### src/rtl/slftp_pkg.sv
// Shared types and constants for the sync/length/type frame parser.
package slftp_pkg;

    localparam int unsigned BYTE_W = 8;
    localparam int unsigned POS_W  = 16;

    // Reset value of the buffer size register
    localparam logic [POS_W-1:0] MAX_SIZE_RESET = 16'd256;

    // Frame layout: sync at 0..2, length at 3..4, type at 5, payload from 6
    localparam logic [POS_W-1:0] SYNC_LEN    = 16'd3;
    localparam logic [POS_W-1:0] SYNC_LAST   = 16'd2;
    localparam logic [POS_W-1:0] POS_LEN_HI  = 16'd4;
    localparam logic [POS_W-1:0] POS_TYPE    = 16'd5;
    localparam logic [POS_W-1:0] POS_PAYLOAD = 16'd6;

    typedef struct packed {
        logic [BYTE_W-1:0] byte_data;
        logic [POS_W-1:0]  byte_position;
        logic              payload_valid;
        logic              frame_done;
        logic              frame_truncated;
        logic [BYTE_W-1:0] msg_type;
        logic [POS_W-1:0]  msg_length;
        logic [POS_W-1:0]  tx_index;
    } result_t;

    // Sync pattern "9h4"
    function automatic logic [BYTE_W-1:0] sync_byte(input logic [1:0] idx);
        logic [BYTE_W-1:0] val;
        unique case (idx)
            2'd0:    val = 8'h39;
            2'd1:    val = 8'h68;
            2'd2:    val = 8'h34;
            default: val = 8'h00;
        endcase
        return val;
    endfunction

endpackage

### src/rtl/slftp_parser.sv
// Parser state machine with the result register.
module slftp_parser (
    input  logic                        aclk,
    input  logic                        aresetn,
    input  logic                        load,
    input  logic [slftp_pkg::BYTE_W-1:0] in_byte,
    input  logic [slftp_pkg::POS_W-1:0]  max_size,
    output slftp_pkg::result_t          result
);
    import slftp_pkg::*;

    typedef enum logic [1:0] {
        PH_HUNT    = 2'd0,
        PH_LENGTH  = 2'd1,
        PH_TYPE    = 2'd2,
        PH_PAYLOAD = 2'd3
    } phase_t;

    phase_t            phase_reg, phase_next;
    logic [POS_W-1:0]  position_reg, position_next;
    logic [BYTE_W-1:0] length_low_reg, length_low_next;
    logic [POS_W-1:0]  payload_length_reg, payload_length_next;
    logic [BYTE_W-1:0] frame_type_reg, frame_type_next;
    result_t           result_reg, result_next;

    logic             drop;
    logic             done;
    logic             trunc;
    logic             last;
    logic             limit;
    logic [POS_W-1:0] rel;
    logic [POS_W-1:0] len_out;

    always_comb begin
        phase_next          = phase_reg;
        position_next       = position_reg + 16'd1;
        length_low_next     = length_low_reg;
        payload_length_next = payload_length_reg;
        frame_type_next     = frame_type_reg;
        drop  = 1'b0;
        done  = 1'b0;
        trunc = 1'b0;
        last  = 1'b0;
        limit = 1'b0;
        rel   = position_reg - POS_PAYLOAD;

        unique case (phase_reg)
            PH_HUNT: begin
                if (position_reg >= SYNC_LEN || in_byte != sync_byte(position_reg[1:0])) begin
                    drop = 1'b1;
                end else if (position_reg == SYNC_LAST) begin
                    phase_next = PH_LENGTH;
                end
            end
            PH_LENGTH: begin
                if (position_reg == POS_LEN_HI) begin
                    payload_length_next = {in_byte, length_low_reg};
                    if (payload_length_next == '0) begin
                        // empty frame: back to hunting, nothing else cleared
                        phase_next    = PH_HUNT;
                        position_next = '0;
                    end else if (payload_length_next > max_size) begin
                        drop = 1'b1;
                    end else begin
                        phase_next = PH_TYPE;
                    end
                end else begin
                    length_low_next = in_byte;
                end
            end
            PH_TYPE: begin
                if (position_reg == POS_TYPE) begin
                    frame_type_next = in_byte;
                    phase_next      = PH_PAYLOAD;
                end else begin
                    drop = 1'b1;
                end
            end
            PH_PAYLOAD: begin
                // compares done one bit wider so the +1 never wraps
                last  = (payload_length_reg == '0) ||
                        ({1'b0, rel} + 17'd1 >= {1'b0, payload_length_reg});
                limit = ({1'b0, position_reg} + 17'd1 >= {1'b0, max_size});
                if (last || limit) begin
                    done  = 1'b1;
                    trunc = !last;
                    drop  = 1'b1;
                end
            end
            default: drop = 1'b1;
        endcase

        len_out = payload_length_next;
        if (drop) begin
            phase_next          = PH_HUNT;
            position_next       = '0;
            payload_length_next = '0;
        end

        result_next.byte_data       = in_byte;
        result_next.byte_position   = position_reg;
        result_next.payload_valid   = (phase_reg == PH_PAYLOAD);
        result_next.frame_done      = done;
        result_next.frame_truncated = trunc;
        result_next.msg_type        = frame_type_next;
        result_next.msg_length      = len_out;
        result_next.tx_index        = position_next;
    end

    always_ff @(posedge aclk) begin
        if (!aresetn) begin
            phase_reg          <= PH_HUNT;
            position_reg       <= '0;
            length_low_reg     <= '0;
            payload_length_reg <= '0;
            frame_type_reg     <= '0;
        end else if (load) begin
            phase_reg          <= phase_next;
            position_reg       <= position_next;
            length_low_reg     <= length_low_next;
            payload_length_reg <= payload_length_next;
            frame_type_reg     <= frame_type_next;
            result_reg         <= result_next;
        end
    end

    assign result = result_reg;

`ifndef SYNTHESIS
    a_end_returns_to_hunt: assert property (@(posedge aclk) disable iff (!aresetn)
        (load && done) |=> (phase_reg == PH_HUNT && position_reg == '0))
        else $error("frame end did not return to hunt at position 0");

    a_hunt_position: assert property (@(posedge aclk) disable iff (!aresetn)
        (phase_reg == PH_HUNT) |-> (position_reg < SYNC_LEN))
        else $error("hunt phase beyond sync bytes");

    a_length_position: assert property (@(posedge aclk) disable iff (!aresetn)
        (phase_reg == PH_LENGTH) |-> (position_reg == POS_LEN_HI - 16'd1 ||
                                     position_reg == POS_LEN_HI))
        else $error("length phase at wrong position");

    a_payload_position: assert property (@(posedge aclk) disable iff (!aresetn)
        (phase_reg == PH_PAYLOAD) |-> (position_reg >= POS_PAYLOAD &&
                                      payload_length_reg != '0))
        else $error("payload phase with bad position or length");

    a_trunc_needs_done: assert property (@(posedge aclk) disable iff (!aresetn)
        (load && trunc) |=> (result_reg.frame_done && result_reg.payload_valid))
        else $error("truncated result without frame end");
`endif

endmodule

### src/rtl/sync_length_type_frame_parser.sv
// An accepted item is held in the input register, then moves to the result register
// that drives m_axis; while the output is full and stalled, it waits in the input register.
// Throughput: one item per cycle while m_axis_tready keeps the output draining;
// each byte passes one compare/count step between the input register and the result register.
// Reset (aresetn low at a clock edge) empties both stages, returns the parser
// to sync hunting at position 0 and sets max_frame_size to 256.
module sync_length_type_frame_parser (
    input  logic                         aclk,
    input  logic                         aresetn,
    input  logic                         s_axis_tvalid,
    output logic                         s_axis_tready,
    input  logic [slftp_pkg::BYTE_W-1:0] s_axis_tdata,  // [7:0] rx_byte
    output logic                         m_axis_tvalid,
    input  logic                         m_axis_tready,
    // [7:0] byte_data, [23:8] byte_position, [31:24] msg_type,
    // [47:32] msg_length, [63:48] tx_index
    output logic [63:0]                  m_axis_tdata,
    output logic [1:0]                   m_axis_tuser,  // [0] payload_valid, [1] frame_truncated
    output logic                         m_axis_tlast,  // frame_done
    input  logic                         cfg_wr_en,
    input  logic [slftp_pkg::POS_W-1:0]  cfg_wr_data    // max_frame_size
);
    import slftp_pkg::*;

    logic              in_valid_reg;
    logic [BYTE_W-1:0] in_byte_reg;
    logic              out_valid_reg;
    logic [POS_W-1:0]  max_size_reg;
    logic              advance;
    result_t           result;

    // the input stage moves on whenever the result register is free or draining
    assign advance       = in_valid_reg && (!out_valid_reg || m_axis_tready);
    assign s_axis_tready = !in_valid_reg || advance;

    always_ff @(posedge aclk) begin
        if (!aresetn) begin
            in_valid_reg  <= 1'b0;
            out_valid_reg <= 1'b0;
            max_size_reg  <= MAX_SIZE_RESET;
        end else begin
            if (s_axis_tready) begin
                in_valid_reg <= s_axis_tvalid;
            end
            if (advance) begin
                out_valid_reg <= 1'b1;
            end else if (m_axis_tready) begin
                out_valid_reg <= 1'b0;
            end
            if (cfg_wr_en) begin
                max_size_reg <= cfg_wr_data;
            end
        end
    end

    always_ff @(posedge aclk) begin
        if (s_axis_tready && s_axis_tvalid) begin
            in_byte_reg <= s_axis_tdata;
        end
    end

    slftp_parser u_parser (
        .aclk     (aclk),
        .aresetn  (aresetn),
        .load     (advance),
        .in_byte  (in_byte_reg),
        .max_size (max_size_reg),
        .result   (result)
    );

    assign m_axis_tvalid = out_valid_reg;
    assign m_axis_tdata  = {result.tx_index, result.msg_length, result.msg_type,
                            result.byte_position, result.byte_data};
    assign m_axis_tuser  = {result.frame_truncated, result.payload_valid};
    assign m_axis_tlast  = result.frame_done;

endmodule

### config.mk
export PLATFORM = sky130hd
export DESIGN_NAME = sync_length_type_frame_parser
export DESIGN_NICKNAME = d
export VERILOG_FILES = /design/src/rtl/slftp_pkg.sv /design/src/rtl/slftp_parser.sv /design/src/rtl/sync_length_type_frame_parser.sv
export SDC_FILE = /design/constraint.sdc
export NUM_CORES = 1
export LEC_CHECK = 0
export BUFFER_PORTS_ARGS = -buffer_cell sky130_fd_sc_hd__buf_2
export CAP_MARGIN = 40
export CORE_AREA = 4 4 122 148
export CTS_BUF_LIST = sky130_fd_sc_hd__clkbuf_8
export CTS_CLUSTER_DIAMETER = 80
export DETAILED_ROUTE_END_ITERATION = 8
export DIE_AREA = 0 0 126 152
export HOLD_SLACK_MARGIN = 0.08
export PLACE_DENSITY = 0.65
export SLEW_MARGIN = 10
export SYNTH_ARGS = -nofsm -noshare
export SYNTH_HDL_FRONTEND = slang
export SYNTH_SLANG_ARGS = --single-unit
### constraint.sdc
create_clock -name aclk -period 9.85 [get_ports aclk]
set_input_delay 1.97 -clock aclk [delete_from_list [all_inputs] [get_ports aclk]]
set_output_delay 1.97 -clock aclk [all_outputs]
set_load 0.005 [all_outputs]
# After elaboration in Yosys (flattened, before gate mapping)
# Cells that the tools add are included.
[totals] elab_cells=88 latchBits=0 regBits=143 n_memories=0 rom_bits=0 ramBits=0 output_inout_bits=69
[op_classes] n_bitwise=1 shifts=0 div=0 n_eq_ne=14 n_addsub=4 order_cmp=4 reduce_logical=20 mux=28 n_mul=0
[ops] cell="$mux 16" count=7
[ops] cell="$add 16x1->17 const B" count=2
[ops] cell="$ge 17x16->1" count=2
[ops] cell="$eq 16x3->1 const B" count=2
[ops] cell="$logic_not 16->1" count=2
[ops] cell="$mux 8" count=3
[ops] cell="$pmux 7 s3" count=1
[ops] cell="$add 16x1->16 const B" count=1
[ops] cell="$eq 16x2->1 const B" count=1
[ops] cell="$ge 16x2->1 const B" count=1
[ops] cell="$gt 16x16->1" count=1
[ops] cell="$sub 16x3->16 const B" count=1
[ops] cell="$mux 2" count=7
[ops] cell="$ne 3x1->1 const B" count=3
[ops] cell="$mux 1" count=8
[ops] cell="$ne 8x8->1" count=1
[ops] cell="$reduce_and 7->1" count=1
[ops] cell="$eq 2x2->1 const B" count=3
[ops] cell="$pmux 2 s3" count=1
[ops] cell="$logic_or 1x1->1" count=5
[ops] cell="$eq 2x1->1 const B" count=2
[ops] cell="$logic_not 2->1" count=2
[ops] cell="$ne 4x2->1 const B" count=1
[ops] cell="$pmux 1 s4" count=1
[ops] cell="8 further kinds" count=12

# Depth between registers and ports, before layout
# Gate-level depths: netlist (run 1).
[depth] word_depth=9 depth_mapped=20 mapped_depth_nobuf=18

# Cells and area by module
# A second synthesis (run 1) with hierarchy kept.
[unflattened] cells_unflattened=760 hier_area_um2=7940.1
[by_module_without_submodules] mod="slftp_parser" cells_each=692 n_inst=1 area_each_um2=7003.0 seq_area_each_um2=3012.9
[by_module_without_submodules] mod="sync_length_type_frame_parser" cells_each=68 n_inst=1 area_each_um2=937.1 seq_area_each_um2=600.6

# Least setup slack after synthesis (run 1)
# OpenSTA, ideal clock, no wires.
[synth_timing] path_type="input-to-reg" from="in m_axis_tready" to="reg u_parser.phase_reg[1]" path_buffers=2 slack_ps=5391 t_arrival_ps=4366 path_stages=8 path_cell_list="nor2b_1 nor2b_1 clkbuf_1 nand2_1 inv_1 a31oi_4 buf_6 o32ai_1"
[synth_via] elab_chain_len=3
[synth_rtl] element="from (decl)" line="sync_length_type_frame_parser.sv:14" rtl="input logic m_axis_tready,"
[synth_rtl] element="$logic_or 1x1->1" line="sync_length_type_frame_parser.sv:33" rtl="assign advance = in_valid_reg && (!out_valid_reg || m_axis_tready);"
[synth_rtl] element="$logic_and 1x1->1" line="sync_length_type_frame_parser.sv:33"
[synth_rtl] element="$reduce_and 7->1 (no source line)"
[synth_rtl] element="to (signal assigned)" line="slftp_parser.sv:118" rtl="phase_reg <= phase_next;"
[synth_rtl] element="to (decl)" line="slftp_parser.sv:19" rtl="phase_t phase_reg, phase_next;"
# Every way passes these cells.
# A chain may end at the register's enable or synchronous reset.

# Worst setup path in the final report (run 1)
[layout_timing] from="reg u_parser.position_reg[3]" to="reg u_parser.position_reg[11]"
[layout_via] elab_chain_len=8 elab_cells_between_ends=21 classes_between="add/sub: 4; order compare: 3; eq/ne: 2; mux: 9; reduce/logical: 3"
[layout_rtl] element="from (decl)" line="slftp_parser.sv:20" rtl="logic [POS_W-1:0] position_reg, position_next;"
[layout_rtl] element="from (signal assigned)" line="slftp_parser.sv:119" rtl="position_reg <= position_next;"
[layout_rtl] element="$sub 16x3->16" line="slftp_parser.sv:45" rtl="rel = position_reg - POS_PAYLOAD;"
[layout_rtl] element="$add 16x1->17" line="slftp_parser.sv:82" rtl="({1'b0, rel} + 17'd1 >= {1'b0, payload_length_reg});"
[layout_rtl] element="$ge 17x16->1" line="slftp_parser.sv:82"
[layout_rtl] element="$logic_or 1x1->1" line="slftp_parser.sv:81" rtl="last = (payload_length_reg == '0) ||"
[layout_rtl] element="$logic_or 1x1->1" line="slftp_parser.sv:84" rtl="if (last || limit) begin"
[layout_rtl] element="$mux 1" line="slftp_parser.sv:84"
[layout_rtl] element="$pmux 1 s4" line="slftp_parser.sv:47" rtl="unique case (phase_reg)"
[layout_rtl] element="$mux 16 *" line="slftp_parser.sv:94" rtl="if (drop) begin"
# Mark *: on every way between the ends. The rest lies on a longest branch, timed or not.

==> results of run 1 <==
## final timing paths
kind	from	end	slack (ps)	cells after the start
worst max-delay path	u_parser.position_reg[3]	u_parser.position_reg[11]	4800	16
worst max register to register	u_parser.position_reg[3]	u_parser.position_reg[11]	4800	16
worst min-delay path	u_parser.frame_type_reg[0]	u_parser.frame_type_reg[0]	460	2
worst min register to register	u_parser.frame_type_reg[0]	u_parser.frame_type_reg[0]	460	2
## cell families after synthesis
family | synth area share
xor gates and xnor gates | 0.0490
muxes | 0.0652
buffers and inverters | 0.0561
AOI/OAI and AO/OA | 0.105
and+or+nand+nor | 0.161
adders and majority gates | 0.0943
DFF | 0.470
## power by group
part	switching [mW]	total [mW]	internal [mW]
registers	0.0118	0.650	0.639
clock network	0.243	0.472	0.229
logic	0.0382	0.0639	0.0256
## per-stage QoR
step	util	hold slack, ps	area [µm²]
finish	0.525	458	8750
CTS	0.525	459	8750
floorplan	-	403	7690
detailed placement	0.502	446	8350
global placement	0.500	438	8330
global route	0.525	474	8750
## final cells by class
| cell class | instances | area [µm²] |
|---|---|---|
| clock buffers | 17 | 234 |
| repair buffers | 103 | 551 |
| fillers | 1618 | 7910 |
| clock inverters | 15 | 159 |
| inverters | 72 | 270 |
| well taps | 216 | 270 |
| multi-input cells | 518 | 3650 |
| flip-flops and latches | 143 | 3610 |
## critical path: stages, from the launching register on
cell and delay [ps]:
sky130_fd_sc_hd__dfxtp_1 460, sky130_fd_sc_hd__or4_1 720, sky130_fd_sc_hd__or4_1 670, sky130_fd_sc_hd__a2bb2oi_4 210
sky130_fd_sc_hd__nor4_4 310, sky130_fd_sc_hd__a2111oi_0 140, sky130_fd_sc_hd__a31oi_1 200, sky130_fd_sc_hd__xnor2_1 150
sky130_fd_sc_hd__ha_1 270, sky130_fd_sc_hd__a21o_1 160, sky130_fd_sc_hd__a21oi_1 140, sky130_fd_sc_hd__nand2_1 70
sky130_fd_sc_hd__a221o_1 250, sky130_fd_sc_hd__a211o_2 330, sky130_fd_sc_hd__o211ai_4 300, sky130_fd_sc_hd__nand2_4 260
sky130_fd_sc_hd__o31ai_1 290
## routing by layer
metal	vias to the layer above	part of all wire
met2	137	0.51
met1	2717	0.42
met5	-	0
met4	0	0.030
met3	35	0.038
li1	2904	-
## Yosys cell counts, types with 18 or more instances
cell type / count / area, µm²
sky130_fd_sc_hd__a21oi_1: 37 / 185
sky130_fd_sc_hd__clkbuf_1: 25 / 93.8
sky130_fd_sc_hd__dfxtp_1: 68 / 1360
sky130_fd_sc_hd__edfxtp_1: 75 / 2250
sky130_fd_sc_hd__ha_1: 58 / 726
sky130_fd_sc_hd__inv_1: 72 / 270
sky130_fd_sc_hd__mux2i_1: 40 / 400
sky130_fd_sc_hd__nand2_1: 73 / 274
sky130_fd_sc_hd__nand3_1: 26 / 130
sky130_fd_sc_hd__nor2_1: 64 / 240
sky130_fd_sc_hd__o21ai_0: 20 / 100
sky130_fd_sc_hd__xnor2_1: 25 / 219
sky130_fd_sc_hd__xor2_1: 18 / 158
==> flow_summary_export.csv, run 1 <==
group,metric,value,unit
outcome,status,"finished, final reports clean",
clock_network,h_tree_levels,4,
sta,worst_slew_margin_rel,0.419,
layout,stdcell_count,1084,
place,detailed_place_hpwl,13900,µm
route,avgViaCountPerCell,5.34,
power_and_ir_drop,leakage_component_of_the_power,3.67,nW
grt,first_global_vias,5904,
sta,worst_slew_pin_slew,869,ps
grt,grt-busiest-layer,"met2",
sta,post-route-min-period,5050,ps
grt,grt_first_pass_wirelength,31300,µm
sta,timing.final.setup_violations,0,
floorplanning,die_x,126,µm
clock_network,cts_inserted_buffers,17,
sta,final.setup_skew,10.2,ps
route,detail_route.wirelength,19100,µm
worst_setup_path,worst-path-max-fanout,28,
place,gp_congestion,0.872,
place,post-place-cells,1052,
sta,rsz0062_at_grt,"no",
route,post-route-drc-count,0,
floorplanning,dieHeight,152,µm
synthesis,syn-mean-instance-area,9.99,µm²
power_and_ir_drop,pwr_density,136,nW/µm²
layout,diodes_inserted,0,
synthesis,synth_top_flop_cell,"sky130_fd_sc_hd__edfxtp_1",
sta,setup_ws,4800,ps
grt,grt_util_all_layers,0.206,
synthesis,netlist_area_before_placement,7690,µm²
grt,met1_usage,0.252,
sta,accumulated_negative_setup_slack,0,ps
grt,grt_antenna_before_repair,0,
worst_setup_path,classification_of_the_worst_setup_path,"register to register",
synthesis,synthesis.yosys.warnings,0,
place,place_ws,4840,ps
layout,most_common_library_cell_in_the_layout_ignoring_fill_and_taps,"sky130_fd_sc_hd__buf_2",
route,vias,5793,
worst_setup_path,crit_arrival,5410,ps
layout,layout_common_cells,"sky130_fd_sc_hd__buf_2 (97), sky130_fd_sc_hd__edfxtp_1 (75), sky130_fd_sc_hd__nand2_1 (73), sky130_fd_sc_hd__inv_1 (72), sky130_fd_sc_hd__dfxtp_1 (68)",
place,place.port_buffers,97,
min_path,timing.hold.worst.class,"register to register",
clock_network,setup_fix_bufs_post_cts,0,
layout,largest_reg_flops,67,
synthesis,synth.net_count,857,
grt,met3_usage,0.0316,
grt,grt_max_degree,47,
clock_network,cts_resized,0,
clock_network,cts-root-to-sink-buffers,2,
floorplanning,floorplan.io_pins,98,
power_and_ir_drop,total_power,1.19,mW
floorplanning,initial_utilization,0.462,
route,first_pass_iters,5,
route,drtIter0Drc,449,
clock_network,cts_num_sinks,143,
synthesis,share_of_the_yosys_chip_area_belonging_to_registers,0.470,
layout,design.final.nets,942,
grt,global_route.overflow_total,0,
worst_setup_path,timing.critical_path.to_type,"register",
floorplanning,fp.coreArea,16700,µm²
synthesis,netlist_instances,770,
power_and_ir_drop,vdd_ir_drop_max,0.0000768,V
sta,clock.fmax,198,MHz
synthesis,postSynthRegisterBits,143,
floorplanning,placement_rows,52,
worst_setup_path,cp_data_required_time,10210,ps
sta,hold_viol,0,
route,ant_nets,0,
grt,met2_track_usage_gr,0.360,
floorplanning,full_die_area,19200,µm²
clock_network,cts_tree,"built",
layout,area.growth.synth_to_final,13.7,%
synthesis,synth_cell_types,64,
layout,final_layout_size_suffix_gt1_frac,0.187,
synthesis,synth_edf_count,75,
sta,layout_worst_path_cycle_share,0.512,
worst_setup_path,critical_path.startpoint_type,"register",
synthesis,ys_async_sr_fraction,0,
route,detail_route.wl_per_cell,17.6,µm
flow_run,max_cap_viol_count,0,
sta,timing.final.max_slew_violations,0,
clock_network,hold_buffers,0,
clock_network,clk_latency,460,ps
clock_network,path_clk_slew,80,ps
clock_network,root_buffer_cell,"sky130_fd_sc_hd__clkbuf_8",
No activity file was read; power rests on OpenSTA's default activity.
==> inputs of run 2 (changes only) <==
Settings changed: PLACE_DENSITY 0.65 to 0.68.
Clock period 9.85 ns to 4.05 ns, I/O delays scaled along.
==> run 2 against run 1 <==
The flow now finishes with violations (negative setup slack). Clock skew is 2.2 ps higher. Sequential share of layout area is 3.8 points lower. Clock power grew to 2.6 times the previous value. Global-route usage increased by 0.71 points. Critical path type unchanged. Largest cell class unchanged. Highest routed layer unchanged.
==> flow_summary_export.csv, run 2 (synthesized netlist as in run 1, its figures left out) <==
group,metric,value,unit
sta,hold_viol,0,
sta,timing.final.max_slew_violations,0,
grt,first_global_vias,6123,
outcome,failed_checks,"negative setup slack",
worst_setup_path,critical_path.reg2reg.endpoint,"u_parser.position_reg[9]",
power_and_ir_drop,leakage_component_of_the_power,4.08,nW
route,detail_route.wl_per_cell,17.9,µm
grt,grt_first_pass_wirelength,32100,µm
sta,clock.fmax,230,MHz
clock_network,cts_inserted_buffers,17,
worst_setup_path,worst-path-max-fanout,7,
sta,timing.final.setup_violations,52,
grt,grt_antenna_before_repair,0,
clock_network,root_buffer_cell,"sky130_fd_sc_hd__clkbuf_8",
layout,largest_reg_flops,67,
floorplanning,full_die_area,19200,µm²
grt,grt_max_degree,68,
worst_setup_path,timing.critical_path.to_type,"register",
sta,setup_ws,-298,ps
worst_setup_path,critical_path.startpoint_type,"register",
sta,post-route-min-period,4350,ps
outcome,status,"finished, violations left",
clock_network,path_clk_slew,90,ps
clock_network,cts_tree,"built",
worst_setup_path,cp_data_required_time,4420,ps
floorplanning,fp.coreArea,16700,µm²
route,detail_route.wirelength,20700,µm
sta,worst_slew_pin_slew,867,ps
sta,final.setup_skew,12.4,ps
sta,rsz0062_at_grt,"yes",
layout,area.growth.synth_to_final,25.2,%
worst_setup_path,worst-r2r-cell-count,17,
route,avgViaCountPerCell,5.47,
grt,grt_util_all_layers,0.213,
floorplanning,dieHeight,152,µm
sta,layout_worst_path_cycle_share,1.07,
route,post-route-drc-count,0,
worst_setup_path,crit_arrival,4720,ps
layout,diodes_inserted,0,
worst_setup_path,crit-reg2reg-launch,"u_parser.position_reg[4]",
worst_setup_path,classification_of_the_worst_setup_path,"register to register",
power_and_ir_drop,total_power,2.95,mW
floorplanning,initial_utilization,0.462,
sta,worst_slack_on_hold_paths,458,ps
route,ant_nets,0,
place,detailed_place_hpwl,14500,µm
route,drtIter0Drc,483,
min_path,timing.hold.worst.class,"register to register",
worst_setup_path,timing.critical_path.from,"u_parser.position_reg[4]",
place,place.port_buffers,97,
layout,most_common_library_cell_in_the_layout_ignoring_fill_and_taps,"sky130_fd_sc_hd__buf_2",
layout,layout_common_cells,"sky130_fd_sc_hd__buf_2 (97), sky130_fd_sc_hd__edfxtp_1 (75), sky130_fd_sc_hd__nand2_1 (73), sky130_fd_sc_hd__inv_1 (71), sky130_fd_sc_hd__buf_4 (68)",
route,vias,6315,
power_and_ir_drop,vdd_ir_drop_max,0.000170,V
sta,worst_slew_margin_rel,0.420,
floorplanning,placement_rows,52,
clock_network,cts-root-to-sink-buffers,2,
worst_setup_path,reg2reg_setup_slack,-300,ps
layout,final_layout_size_suffix_gt1_frac,0.291,
floorplanning,floorplan.io_pins,98,
layout,design.final.nets,1013,
clock_network,clk_latency,460,ps
clock_network,h_tree_levels,4,
flow_run,max_cap_viol_count,0,
clock_network,cts_num_sinks,143,
clock_network,hold_buffers,0,
grt,global_route.overflow_total,0,
place,gp_congestion,0.924,
route,first_pass_iters,6,
power_and_ir_drop,pwr_density,306,nW/µm²
worst_setup_path,worstSetupEndpoint,"u_parser.position_reg[9]",
floorplanning,die_x,126,µm
-- run 2: cell count changes in the layout (fill, tap and decap cells not counted), moves of 5 or more --
cell	before	now
sky130_fd_sc_hd__buf_4	5	68
sky130_fd_sc_hd__nor2_1	64	57
sky130_fd_sc_hd__o31ai_1	10	2
sky130_fd_sc_hd__o21ai_1	9	15
sky130_fd_sc_hd__o21ai_0	20	13
sky130_fd_sc_hd__o31ai_2	5	11
sky130_fd_sc_hd__nor2_4	0	5
-- run 2: layout make-up --
class                      count  area (µm²)
multi-input combinational    522        3990
fill                        1490        7020
sequential                   143        3620
timing repair buffer         170        1060
clock inverter                15         185
inverter                      72         270
clock buffer                  17         234
tap                          216         270
-- run 2: metrics by stage --
step | util | instance area [µm²] | instances | setup WS, ps | setup TNS, ps
5_1_grt | 0.578 | 9630 | 1155 | -486 | -20150
4_1_cts | 0.564 | 9400 | 1150 | -151 | -6030
3_3_place_gp | 0.529 | 8810 | 1111 | -189 | -5760
3_5_place_dp | 0.529 | 8810 | 1111 | -288 | -11550
6_report | 0.578 | 9630 | 1155 | -298 | -10960
2_1_floorplan | - | 7750 | 770 | -229 | -6530
-- run 2: worst min path at each step --
stage	slack [ps]	cells past startpoint	end	startpoint
CTS	460	2	u_parser.frame_type_reg[2]	u_parser.frame_type_reg[2]
floorplan	400	0	u_parser.result[53]	u_parser.position_reg[10]
detailed placement	450	2	u_parser.frame_type_reg[2]	u_parser.frame_type_reg[2]
global placement	440	2	u_parser.frame_type_reg[2]	u_parser.frame_type_reg[2]
finish	460	2	u_parser.frame_type_reg[4]	u_parser.frame_type_reg[4]
global route	480	2	u_parser.frame_type_reg[5]	u_parser.frame_type_reg[5]
-- run 2: timing repair --
| item | CTS | global route |
|---|---|---|
| endpoints found under the setup margin | 52 | 52 |
| cloned | 3 | 1 |
| gates resized for setup | 27 | 36 |
| buffers inserted | 4 | 4 |
| pin swaps | 13 | 16 |
-- run 2: routing by layer --
layer  track usage  vias to the layer above  part of all wire
met5             0                        -                 0
met4        0.0981                        0             0.031
met3        0.0376                       51             0.060
met2         0.365                      215              0.51
met1         0.258                     2995              0.40
li1              -                     3054                 -
-- run 2: critical path, stage by stage, from the launching register on --
cell	delay (ps)
sky130_fd_sc_hd__dfxtp_2	350
sky130_fd_sc_hd__or4_4	560
sky130_fd_sc_hd__or4_4	520
sky130_fd_sc_hd__a2bb2oi_4	170
sky130_fd_sc_hd__nor4_4	240
sky130_fd_sc_hd__a2111oi_4	120
sky130_fd_sc_hd__a31oi_1	200
sky130_fd_sc_hd__xnor2_1	140
sky130_fd_sc_hd__ha_1	260
sky130_fd_sc_hd__a21o_1	180
sky130_fd_sc_hd__a21oi_2	130
sky130_fd_sc_hd__nand2_1	60
sky130_fd_sc_hd__a221o_1	270
sky130_fd_sc_hd__a211o_4	310
sky130_fd_sc_hd__o211ai_4	210
sky130_fd_sc_hd__buf_12	180
sky130_fd_sc_hd__nand2_8	100
sky130_fd_sc_hd__o31ai_2	250
-- run 2: power by group --
group,total [mW],internal [mW],switching (mW)
Combinational,0.165,0.0635,0.101
Sequential,1.58,1.55,0.0258
Clock,1.21,0.619,0.589
Total,2.95,2.24,0.716
